===== config.mk =====
export PLATFORM = sky130hd
export DESIGN_NAME = twhm_ctrl
export DESIGN_NICKNAME = d
export VERILOG_FILES = /design/src/rtl/twhm_pkg.sv /design/src/rtl/twhm_ctrl.sv
export SDC_FILE = /design/constraint.sdc
export NUM_CORES = 1
export LEC_CHECK = 0
export BUFFER_PORTS_ARGS = -buffer_cell sky130_fd_sc_hd__buf_4
export CAP_MARGIN = 20
export CORE_AREA = 2 2 39 41
export CTS_CLUSTER_DIAMETER = 80
export CTS_CLUSTER_SIZE = 8
export DETAILED_ROUTE_END_ITERATION = 16
export DIE_AREA = 0 0 41 43
export PLACE_DENSITY = 0.52
export SLEW_MARGIN = 0
export SYNTH_ARGS = -nofsm -noshare
export SYNTH_HDL_FRONTEND = slang
export SYNTH_SLANG_ARGS = --single-unit

===== constraint.sdc =====
create_clock -name clk -period 1.6 [get_ports clk]
set_input_delay 0.16 -clock clk [delete_from_list [all_inputs] [get_ports clk]]
set_output_delay 0.16 -clock clk [all_outputs]
set_load 0.05 [all_outputs]

===== src/rtl/twhm_pkg.sv =====
`timescale 1ns / 1ps
// ----------------------------------------------------------------------------
// twhm_pkg: shared types and constants of the trigger window hit matcher
// Register indexes, word field positions, result kinds and the
// command/status bundles between controller and datapath.
// ----------------------------------------------------------------------------
package twhm_pkg;

  localparam int HIT_DEPTH_DEF = 32;

  // configuration port
  localparam int CFG_IDX_W = 8;
  localparam logic [CFG_IDX_W-1:0] CFG_WINDOW_OFFSET = 8'd0;
  localparam logic [CFG_IDX_W-1:0] CFG_WINDOW_WIDTH  = 8'd1;
  localparam logic [31:0] WINDOW_OFFSET_RST = 32'd0;
  localparam logic [15:0] WINDOW_WIDTH_RST  = 16'd1;

  // result fields
  localparam int TOTAL_W = 6;
  localparam logic KIND_HIT = 1'b0;
  localparam logic KIND_HDR = 1'b1;

  // data word layout
  localparam int HIT_FLAG_BIT = 0;
  localparam int TRIG_NUM_LSB = 1;
  localparam int TRIG_NUM_MSB = 24;
  localparam int FINE_LSB     = 25;
  localparam int FINE_MSB     = 27;
  localparam int STATUS_LSB   = 28;
  localparam int STATUS_MSB   = 31;

  typedef struct packed {
    logic ins_hit;    // insert the input word into the hit store
    logic cap_trig;   // latch trigger word, window start and underflow
    logic calc_end;   // register the window end
    logic calc_cnt;   // register drop and match counts
    logic load_hdr;   // load header into the output register
    logic drop_one;   // shift the store down by one, no result
    logic load_hit;   // load head hit into the output register and shift
  } twhm_cmd_t;

  typedef struct packed {
    logic word_hit;
    logic word_trig;
    logic out_free;
    logic drop_zero;
    logic emit_zero;
  } twhm_sts_t;

endpackage


===== src/rtl/twhm_ctrl.sv =====
`timescale 1ns / 1ps
// ----------------------------------------------------------------------------
// twhm_ctrl: sequencer of the trigger window hit matcher
// Accepts words while idle and steps a trigger through window setup,
// header, discard of early hits and emission of matched hits.
// ----------------------------------------------------------------------------
module twhm_ctrl (
  input  logic                clk,
  input  logic                rst_n,
  input  logic                in_valid,
  output logic                in_stall,
  input  twhm_pkg::twhm_sts_t sts,
  output twhm_pkg::twhm_cmd_t cmd
);
  import twhm_pkg::*;

  typedef enum logic [5:0] {
    ST_IDLE = 6'b000001,
    ST_END  = 6'b000010,
    ST_CNT  = 6'b000100,
    ST_HDR  = 6'b001000,
    ST_DROP = 6'b010000,
    ST_EMIT = 6'b100000
  } twhm_state_t;

  twhm_state_t state_r, state_nxt;

  always_comb begin
    state_nxt = state_r;
    cmd       = '0;
    in_stall  = (state_r != ST_IDLE);
    unique case (state_r)
      ST_IDLE: begin
        if (in_valid) begin
          if (sts.word_hit) begin
            cmd.ins_hit = 1'b1;
          end else if (sts.word_trig) begin
            cmd.cap_trig = 1'b1;
            state_nxt    = ST_END;
          end
        end
      end
      ST_END: begin
        cmd.calc_end = 1'b1;
        state_nxt    = ST_CNT;
      end
      ST_CNT: begin
        cmd.calc_cnt = 1'b1;
        state_nxt    = ST_HDR;
      end
      ST_HDR: begin
        if (sts.out_free) begin
          cmd.load_hdr = 1'b1;
          state_nxt    = ST_DROP;
        end
      end
      ST_DROP: begin
        if (sts.drop_zero) begin
          state_nxt = ST_EMIT;
        end else begin
          cmd.drop_one = 1'b1;
        end
      end
      ST_EMIT: begin
        if (sts.emit_zero) begin
          state_nxt = ST_IDLE;
        end else if (sts.out_free) begin
          cmd.load_hit = 1'b1;
        end
      end
      default: begin
        state_nxt = ST_IDLE;
      end
    endcase
  end

  always_ff @(posedge clk) begin
    if (!rst_n) begin
      state_r <= ST_IDLE;
    end else begin
      state_r <= state_nxt;
    end
  end

endmodule


; ---- Yosys cells after proc, flatten, opt, wreduce, memory -nomap -nowiden
; Cells that the tools add are included.
[op_classes]
n_eq_ne = 13
n_mux = 20
reduce_logical = 1
[op_table]
columns = op, count
row1 = 6-bit 2-to-1 mux, 6
row2 = 6-bit one-hot mux with 6 select lines, 1
row3 = 2-bit != test (second input constant), 6
row4 = 1-bit 2-to-1 mux, 11
row5 = 6-bit by 1-bit == test with 1-bit output (second input constant), 1
row6 = 6-bit by 2-bit == test with 1-bit output (second input constant), 1
row7 = 6-bit by 3-bit == test with 1-bit output (second input constant), 1
row8 = 6-bit by 4-bit == test with 1-bit output (second input constant), 1
row9 = 6-bit by 5-bit == test with 1-bit output (second input constant), 1
row10 = 6-bit == test (second input constant), 1
row11 = 6-bit by 1-bit != test with 1-bit output (second input constant), 1
row12 = 6-bit AND reduction, 1
row13 = 2-bit 2-to-1 mux, 2
[word_totals]
reg_bits = 6
inputBits = 8
out_inout_bits = 8
word_cells = 35

; ---- Depth between registers and ports, before layout
; Gate-level depths: netlist of the first run.
[logic_depth]
word_depth = 4
ltp_mapped = 4

; ---- Worst setup path before layout of the first run
; OpenSTA, ideal clock, no wires.
[synth_path]
path_type = register to output
from = register state_r[5]
to = output cmd[5] (netlist name)
t_arrival_ps = 2087
required_time_ps = 1440
path_slack_ps = -647
stages_incl_launch_ff = 5
n_path_buf = 1
path_cell_list = dfxtp_1 > or4_4 > or3b_1 > buf_6 > nor2_1
[synth_rtl]
columns = element, line_no
row1 = start: declaration, twhm_ctrl.sv:26  ; twhm_state_t state_r, state_nxt;
row2 = start signal: assignment, twhm_ctrl.sv:81  ; state_r <= state_nxt;
row3 = end: declaration, twhm_ctrl.sv:13  ; output twhm_pkg::twhm_cmd_t cmd

==> flow_summary_export.csv, run 1 <==
group,metric,value,unit
place,placed_cell_area,613,sq um
hold_path,hp-start,"rst_n",
worst_setup_path,arrival,1.79,ns
cells_and_area,stdcell_count,93,
logic_synthesis,synth_flop_cell,"dfxtp_1",
sta,whs,0.143,ns
cells_and_area,finish.utilization,57.1,%
sta,final-setup-viol-count,11,
power,p_comb_share,30.1,%
worst_setup_path,timing.rr.end,"state_r[0]",
logic_synthesis,syn_nets,55,
clocking,clkSlewWorstSetupHoldPaths,0.05,ns
place,placed_cells,86,
cells_and_area,drive_gt1_share,66.2,%
cells_and_area,syn_to_final_growth,101,%
power,p_switching,122,uW
power,power.internal,303,uW
floorplanning,start_util,28.5,%
route,drtIter0Drc,3,
worst_setup_path,endpoint_kind,"primary output",
worst_setup_path,r2r-start,"state_r[5]",
floorplanning,fp.dieArea,1760,sq um
sta,clock-skew-final,0.00802,ns
sta,fmax,0.513,GHz
route,drc,0,
worst_setup_path,crit_path_start_kind,"register",
run_status,violations,"negative setup slack",
power,ir_drop,0.528,mV
sta,hold_viol_final,0,
sta,tightestPinTransition,0.396,ns
route,wl,1.12,mm
job,drv_cap,0,
sta,fin_tns_setup,-2.26,ns
worst_setup_path,crit_fanout,4,
hold_path,holdPathStages,2,
logic_synthesis,syn_area_per_cell,8.39,sq um
clocking,clock-sinks,6,
grt,antenna_found_initial,0,
logic_synthesis,synth_edf_count,0,
floorplanning,ioPinCount,16,
cells_and_area,largest_register_ffs,6,
route,drtAntennaViolNets,0,
cells_and_area,reg_top3,"state_r: 6 flops",
logic_synthesis,yosysSeqAreaShare,30.5,%
sta,rsz0062_at_grt,"true",
sta,finalCriticalPeriod,1.95,ns
hold_path,worstHoldEndpoint,"state_r[0]",
worst_setup_path,r2r_setup_slack,-0.20,ns
grt,grt_usage,14.7,%
sta,slew_viol_final,0,
clocking,cts.htree.levels,1,
power,clkPwrFrac,33.4,%
clocking,cts_tree,"done",
clocking,cts_root_buf,"clkbuf_4",
logic_synthesis,synthArstFlopShare,0,%
floorplanning,die_h,43,microns
cells_and_area,registers.top_by_ff_count,"state_r",
route,vias,468,
power,p_sw_share,28.7,%
sta,finalCritPeriodShare,122,%
place,post-dp-hpwl,778,microns
logic_synthesis,syn-instance-count,47,
power,p_leak,0.340,nW
hold_path,hold_path_class,"input pin to register",
clocking,numCtsBuffers,3,
route,viasPerCell,5.03,
place,post-place-ws,-0.146,ns
clocking,clock_latency,0.25,ns
logic_synthesis,ys.warnings.count,0,
floorplanning,die_w,41,microns
power,fin_total_pwr,426,uW
power,seqPwrFrac,36.5,%
cells_and_area,final_area,791,sq um
place,gp_congestion,0.756,
route,post_drt_wl_per_cell,12.0,microns
grt,grt_pass1_vias,427,
sta,maxSlewHeadroom,73.2,%
logic_synthesis,ys_seq_elements,6,
sta,setup_ws,-0.349,ns
worst_setup_path,path_class,"register to primary output",
worst_setup_path,worst-r2r-cell-count,5,
clocking,clockBufferDepth,2,
logic_synthesis,ys_types,28,
grt,grt_pass1_wl,1.70,mm
power,power_density,538,nW/um^2
grt,grt_max_degree,8,
floorplanning,placementRows,14,
run_status,status,"complete, but fails checks",
floorplanning,core_area,1380,sq um
cells_and_area,diodes,0,
logic_synthesis,syn_area,394,sq um
grt,gr-total-overflow,0,
route,drt-pass1-iter-count,3,
cells_and_area,final_nets,87,
worst_setup_path,crit_required,1.44,ns
place,place.port_buffers,15,
-- synthesized netlist by cell type (2+ instances only) --
cell type,n,area share [%]
dfxtp_1,6,30
nor2_1,5,4.8
inv_1,4,3.8
nand2_1,3,2.9
and3_1,2,3.2
nor3_1,2,2.5
nor4_1,2,3.2
o21a_1,2,3.8
o21ai_0,2,2.5
-- kinds of logic after synthesis --
kind of cell    after synthesis  synth area share [%]
flops                         6                  30.5
buf+inv                       6                  8.57
xor+xnor                      1                  2.22
simple gates                 28                  46.7
compound gates                6                  12.1
-- power by group through the flow --
stage,clock [mW],combinational (mW),sequential [mW]
global placement,0,0.0963,0.157
global route,0.159,0.137,0.156
floorplan,0,0.0639,0.159
detailed placement,0,0.0965,0.157
CTS,0.145,0.116,0.154
finish,0.142,0.128,0.155
-- timing repair --
action / CTS / global route
buffers inserted: 3 / 1
setup endpoints to repair: 10 / 11
hold buffers: 0 / 0
resized for setup: 21 / 8
pin swaps: 4 / 3
-- layer usage --
metal | part of all wire, % | track usage, %
met5 | 0 | 0
met4 | 0 | 4.00
met3 | 6.5 | 7.85
met2 | 55 | 24.7
met1 | 38 | 14.9
-- worst max path at each step --
stage	startpoint	to	slack (ns)
4_1_cts	state_r[5]	cmd[2]	-0.34
5_1_grt	state_r[5]	cmd[5]	-0.40
3_3_place_gp	state_r[5]	cmd[2]	-0.12
3_5_place_dp	state_r[5]	cmd[2]	-0.15
2_1_floorplan	state_r[5]	cmd[5]	-0.25
6_report	state_r[5]	cmd[5]	-0.35
-- layout by cell type, fill, tap and decap left out, drive strengths merged, types with 2 or more instances in the layout --
cell type and count:
and3 2, inv 4, or4 2, o21a 2
o21ai 2, nor4 2, nor2 6, nor3 3
dfxtp 6, buf 29, nand2 3, or3b 2
clkbuf 3
-- layout make-up --
| cell class | instances | area [sq um] |
|---|---|---|
| fill | 134 | 593 |
| tap | 16 | 20.0 |
| timing repair buffer | 29 | 282 |
| sequential | 6 | 124 |
| inverter | 4 | 15.0 |
| clock buffer | 3 | 22.5 |
| multi-input combinational | 35 | 328 |
-- critical path, cell delays in order (launching register included) --
cell and delay, ns:
dfxtp_2 0.32, or4_4 0.53, or3b_4 0.44, nor2_4 0.11, buf_8 0.15
Note: power is estimated with default switching activity, not from simulation.
==> run 2: changes to the inputs <==
CTS_CLUSTER_DIAMETER = unset   (was 80)
PLACE_DENSITY = 0.65   (was 0.52)
==> flow_summary_export.csv, run 2 (synthesized netlist as in run 1, its figures left out) <==
group,metric,value,unit
hold_path,hold_path_class,"input pin to register",
sta,slew_viol_final,0,
cells_and_area,layout_commonest_cell,"buf_4",
route,drtIter0Drc,8,
power,p_leak,0.343,nW
power,power_density,547,nW/um^2
sta,rsz0062_at_grt,"true",
sta,setup_ws,-0.349,ns
sta,finalCriticalPeriod,1.95,ns
route,drtAntennaViolNets,0,
route,vias,465,
route,viasPerCell,4.95,
clocking,clock-sinks,6,
floorplanning,die_w,41,microns
cells_and_area,drive_gt1_share,64.1,%
worst_setup_path,crit_fanout,4,
clocking,cts_root_buf,"clkbuf_4",
power,clkPwrFrac,34.4,%
floorplanning,start_util,28.5,%
power,p_switching,118,uW
place,post-place-ws,-0.130,ns
worst_setup_path,crit_path_max_incr_delay,0.53,ns
clocking,numCtsBuffers,3,
place,placed_cell_area,628,sq um
power,p_comb_share,28.0,%
sta,fmax,0.513,GHz
sta,final-setup-viol-count,10,
power,p_sw_share,28.5,%
floorplanning,fp.dieArea,1760,sq um
worst_setup_path,crit_path_start,"state_r[5]",
cells_and_area,reg_top3,"state_r: 6 flops",
power,seqPwrFrac,37.6,%
clocking,clockBufferDepth,2,
cells_and_area,registers.top_by_ff_count,"state_r",
worst_setup_path,crit_path_start_kind,"register",
worst_setup_path,timing.rr.end,"state_r[1]",
cells_and_area,final_area,756,sq um
clocking,clkSlewWorstSetupHoldPaths,0.05,ns
job,drv_cap,0,
route,post_drt_wl_per_cell,12.2,microns
clocking,cts_tree,"done",
place,place.port_buffers,15,
floorplanning,ioPinCount,16,
worst_setup_path,crit_required,1.44,ns
clocking,clock_latency,0.24,ns
floorplanning,core_area,1380,sq um
cells_and_area,diodes,0,
grt,grt_pass1_wl,1.70,mm
sta,whs,0.133,ns
worst_setup_path,r2r_setup_slack,-0.18,ns
route,wl,1.15,mm
grt,grt_usage,14.3,%
worst_setup_path,worst-r2r-cell-count,5,
sta,maxSlewHeadroom,74.8,%
route,drc,0,
worst_setup_path,arrival,1.79,ns
worst_setup_path,endpoint_kind,"primary output",
grt,grt_max_degree,8,
sta,finalCritPeriodShare,122,%
run_status,status,"complete, but fails checks",
worst_setup_path,crit_slowest_cell,"or4_4",
floorplanning,placementRows,14,
cells_and_area,syn_to_final_growth,91.7,%
floorplanning,die_h,43,microns
cells_and_area,largest_register_ffs,6,
sta,hold_viol_final,0,
grt,gr-total-overflow,0,
grt,grt_pass1_vias,430,
worst_setup_path,r2r-start,"state_r[5]",
place,post-dp-hpwl,805,microns
sta,clock-skew-final,0.00373,ns
worst_setup_path,path_class,"register to primary output",
power,power.internal,296,uW
place,gp_congestion,0.760,
grt,antenna_found_initial,0,
worst_setup_path,crit_end,"cmd[5]",
worst_setup_path,cp_cell_sequence,"or4_4, or3b_4, nor2_4, buf_8",
run_status,violations,"negative setup slack",
cells_and_area,final_nets,88,
power,fin_total_pwr,413,uW
power,ir_drop,0.365,mV
clocking,cts.htree.levels,1,
sta,tightestPinTransition,0.372,ns
route,drt-pass1-iter-count,3,
cells_and_area,final_cell_mix,"19 x buf_4, 8 x buf_6, 5 x dfxtp_2",
run 2: cell count changes in the layout (fill, tap and decap cells not counted):
| cell | previous run | this run |
|---|---|---|
| nor3b_4 | 1 | 0 |
| dfxtp_1 | 3 | 1 |
| nor2_1 | 2 | 3 |
| nor3_4 | 2 | 1 |
| dfxtp_2 | 3 | 5 |
| buf_6 | 11 | 8 |
| or4_1 | 0 | 1 |
| nand3_2 | 1 | 0 |
| buf_4 | 15 | 19 |
| or4_4 | 2 | 1 |
| nor3b_1 | 0 | 1 |
| nor3_2 | 0 | 1 |
| nor2_4 | 4 | 3 |
| nand3_1 | 0 | 1 |
run 2: final cells by class:
cell class,count,area [sq um]
Timing Repair Buffer,30,278
Tap cell,16,20.0
Multi-Input combinational cell,35,294
Inverter,4,15.0
Fill cell,134,628
Clock buffer,3,22.5
Sequential cell,6,126
run 2: metrics by stage:
stage	util (%)	setup TNS, ns	std cells
2_1_floorplan	-	-0.913	47
3_3_place_gp	45.4	-0.431	88
3_5_place_dp	45.4	-0.509	88
4_1_cts	50.3	-2.03	92
5_1_grt	54.6	-2.86	94
6_report	54.6	-2.19	94
run 2: worst min path at each step:
stage / startpoint / endpoint / slack, ns / cells after the start
6_report: rst_n / state_r[0] / 0.13 / 2
5_1_grt: rst_n / state_r[0] / 0.13 / 2
3_3_place_gp: rst_n / state_r[0] / 0.38 / 2
3_5_place_dp: rst_n / state_r[0] / 0.38 / 2
2_1_floorplan: rst_n / state_r[0] / 0.23 / 1
4_1_cts: rst_n / state_r[0] / 0.13 / 2
run 2: worst max-delay path, delay by kind of cell, from the launching register on:
kind | cells | cell delay (ns)
buf+inv | 1 | 0.15
simple gates | 3 | 1.08
flops | 1 | 0.32
run 2: what timing repair did:
item | CTS | global route
setup buffers | 1 | 3
pin swaps | 3 | 1
gates resized for setup | 8 | 14
hold buffers | 0 | 0
setup endpoints to repair | 11 | 12
run 2: power by group through the flow:
| stage | clock (mW) | sequential, mW | combinational [mW] |
|---|---|---|---|
| floorplan | 0 | 0.159 | 0.0639 |
| global placement | 0 | 0.158 | 0.0968 |
| detailed placement | 0 | 0.158 | 0.0981 |
| CTS | 0.148 | 0.155 | 0.103 |
| global route | 0.159 | 0.155 | 0.124 |
| finish | 0.142 | 0.155 | 0.116 |
run 2: metal layers:
layer	global-route usage [%]	vias to the layer above	wire (microns)
met5	0	-	0
met1	17.3	216	481
met3	3.14	0	53
met4	8.00	0	0
li1	-	236	-
met2	22.2	13	609
==> run 3: changes to the inputs <==
PLACE_DENSITY = 0.51   (was 0.65)
==> flow_summary_export.csv, run 3 (synthesized netlist as in run 1, its figures left out) <==
group,metric,value,unit
route,drtAntennaViolNets,0,
route,viasPerCell,4.87,
route,wl,1.21,mm
cells_and_area,final_nets,88,
grt,antenna_found_initial,0,
grt,gr-total-overflow,0,
clocking,numCtsBuffers,3,
power,fin_total_pwr,415,uW
floorplanning,ioPinCount,16,
sta,slew_viol_final,0,
route,top_layer,"met3",
clocking,clockBufferDepth,2,
cells_and_area,reg_top3,"state_r: 6 flops",
route,wl_met3,62,microns
grt,grt_max_degree,8,
floorplanning,core_area,1380,sq um
sta,hold_viol_final,0,
sta,tightestPinTransition,0.438,ns
power,p_switching,117,uW
grt,grt_pass1_vias,424,
worst_setup_path,crit_required,1.44,ns
sta,maxSlewHeadroom,70.4,%
power,p_comb_share,29.2,%
power,power.internal,298,uW
sta,clock-skew-final,0.00362,ns
sta,finalCriticalPeriod,1.96,ns
sta,fmax,0.511,GHz
sta,finalCritPeriodShare,122,%
cells_and_area,multiInputGateArea,322,sq um
place,place.port_buffers,15,
cells_and_area,seq_area,124,sq um
clocking,cts_tree,"done",
power,clkPwrFrac,33.4,%
floorplanning,die_h,43,microns
cells_and_area,drive_gt1_share,66.7,%
power,power_density,531,nW/um^2
hold_path,hold_path_class,"input pin to register",
cells_and_area,registers.top_by_ff_count,"state_r",
run_status,violations,"negative setup slack",
route,drc,0,
sta,rsz0062_at_grt,"true",
cells_and_area,final_cell_mix,"19 x buf_4, 8 x buf_6, 4 x inv_1, 4 x nor2_4",
power,p_leak,0.345,nW
route,met1_length,463,microns
clocking,cts.htree.levels,1,
floorplanning,fp.dieArea,1760,sq um
cells_and_area,syn_to_final_growth,98.1,%
worst_setup_path,path_class,"register to primary output",
route,post_drt_wl_per_cell,12.8,microns
floorplanning,die_w,41,microns
route,vias,458,
grt,grt_pass1_wl,1.84,mm
grt,grt_usage,15.2,%
route,drtIter0Drc,2,
floorplanning,start_util,28.5,%
clocking,clkSlewWorstSetupHoldPaths,0.05,ns
worst_setup_path,crit_fanout,3,
route,wl_met2,680,microns
place,gp_congestion,0.719,
route,drt-pass1-iter-count,2,
place,post-place-ws,-0.142,ns
clocking,clock-sinks,6,
cells_and_area,finish.utilization,56.4,%
cells_and_area,diodes,0,
run_status,status,"complete, but fails checks",
power,seqPwrFrac,37.3,%
power,p_sw_share,28.2,%
worst_setup_path,crit_path_start_kind,"register",
sta,final-setup-viol-count,11,
power,ir_drop,0.404,mV
cells_and_area,largest_register_ffs,6,
cells_and_area,nFillCells,133,
place,post-dp-hpwl,775,microns
cells_and_area,layout_commonest_cell,"buf_4",
worst_setup_path,arrival,1.80,ns
worst_setup_path,endpoint_kind,"primary output",
clocking,clock_latency,0.24,ns
job,drv_cap,0,
clocking,cts_root_buf,"clkbuf_4",
floorplanning,placementRows,14,
sta,setup_ws,-0.356,ns
run 3: layout make-up:
class                      count  area share (%)
clock buffer                   3            2.88
multi-input combinational     35            41.2
inverter                       4            1.92
tap                           16            2.56
sequential                     6            15.9
timing repair buffer          30            35.6
run 3: metrics by stage:
stage | hold WS, ns | area (sq um) | TNS [ns] | instances
floorplan | 0.226 | 433 | -0.913 | 47
global placement | 0.403 | 613 | -0.475 | 86
CTS | 0.141 | 728 | -1.75 | 91
detailed placement | 0.398 | 613 | -0.495 | 86
global route | 0.150 | 781 | -2.69 | 94
finish | 0.158 | 781 | -2.22 | 94
run 3: repair_timing:
action                                  4_1_cts  5_1_grt
pin swaps                                     4        4
setup buffers                                 2        4
hold buffers                                  0        0
resized for setup                            18        8
endpoints found under the setup margin       10       12
run 3: power by group through the flow:
| stage | registers, mW | clock network [mW] | logic, mW |
|---|---|---|---|
| floorplan | 0.159 | 0 | 0.0639 |
| global placement | 0.157 | 0 | 0.0965 |
| detailed placement | 0.157 | 0 | 0.0962 |
| CTS | 0.155 | 0.146 | 0.106 |
| global route | 0.155 | 0.149 | 0.129 |
| finish | 0.155 | 0.139 | 0.121 |
run 3: final timing paths:
path	to	slack, ns	depth (start not counted)	from
setup / recovery	cmd[2]	-0.36	4	state_r[5]
hold / removal	state_r[0]	0.16	2	rst_n
setup reg to reg	state_r[0]	-0.21	5	state_r[5]
hold reg to reg	state_r[2]	0.66	3	state_r[2]
run 3: routing by layer:
| layer | up-vias | GRT usage (%) |
|---|---|---|
| li1 | 233 | - |
| met1 | 212 | 18.6 |
| met2 | 13 | 24.4 |
| met3 | 0 | 2.09 |
| met4 | 0 | 8.00 |
| met5 | - | 0 |
run 3: critical path, cell delays in order, from the launching register on:
cell and delay, ns:
dfxtp_2 0.32, or4_4 0.54, or3b_4 0.42, nor2_4 0.11, buf_6 0.16
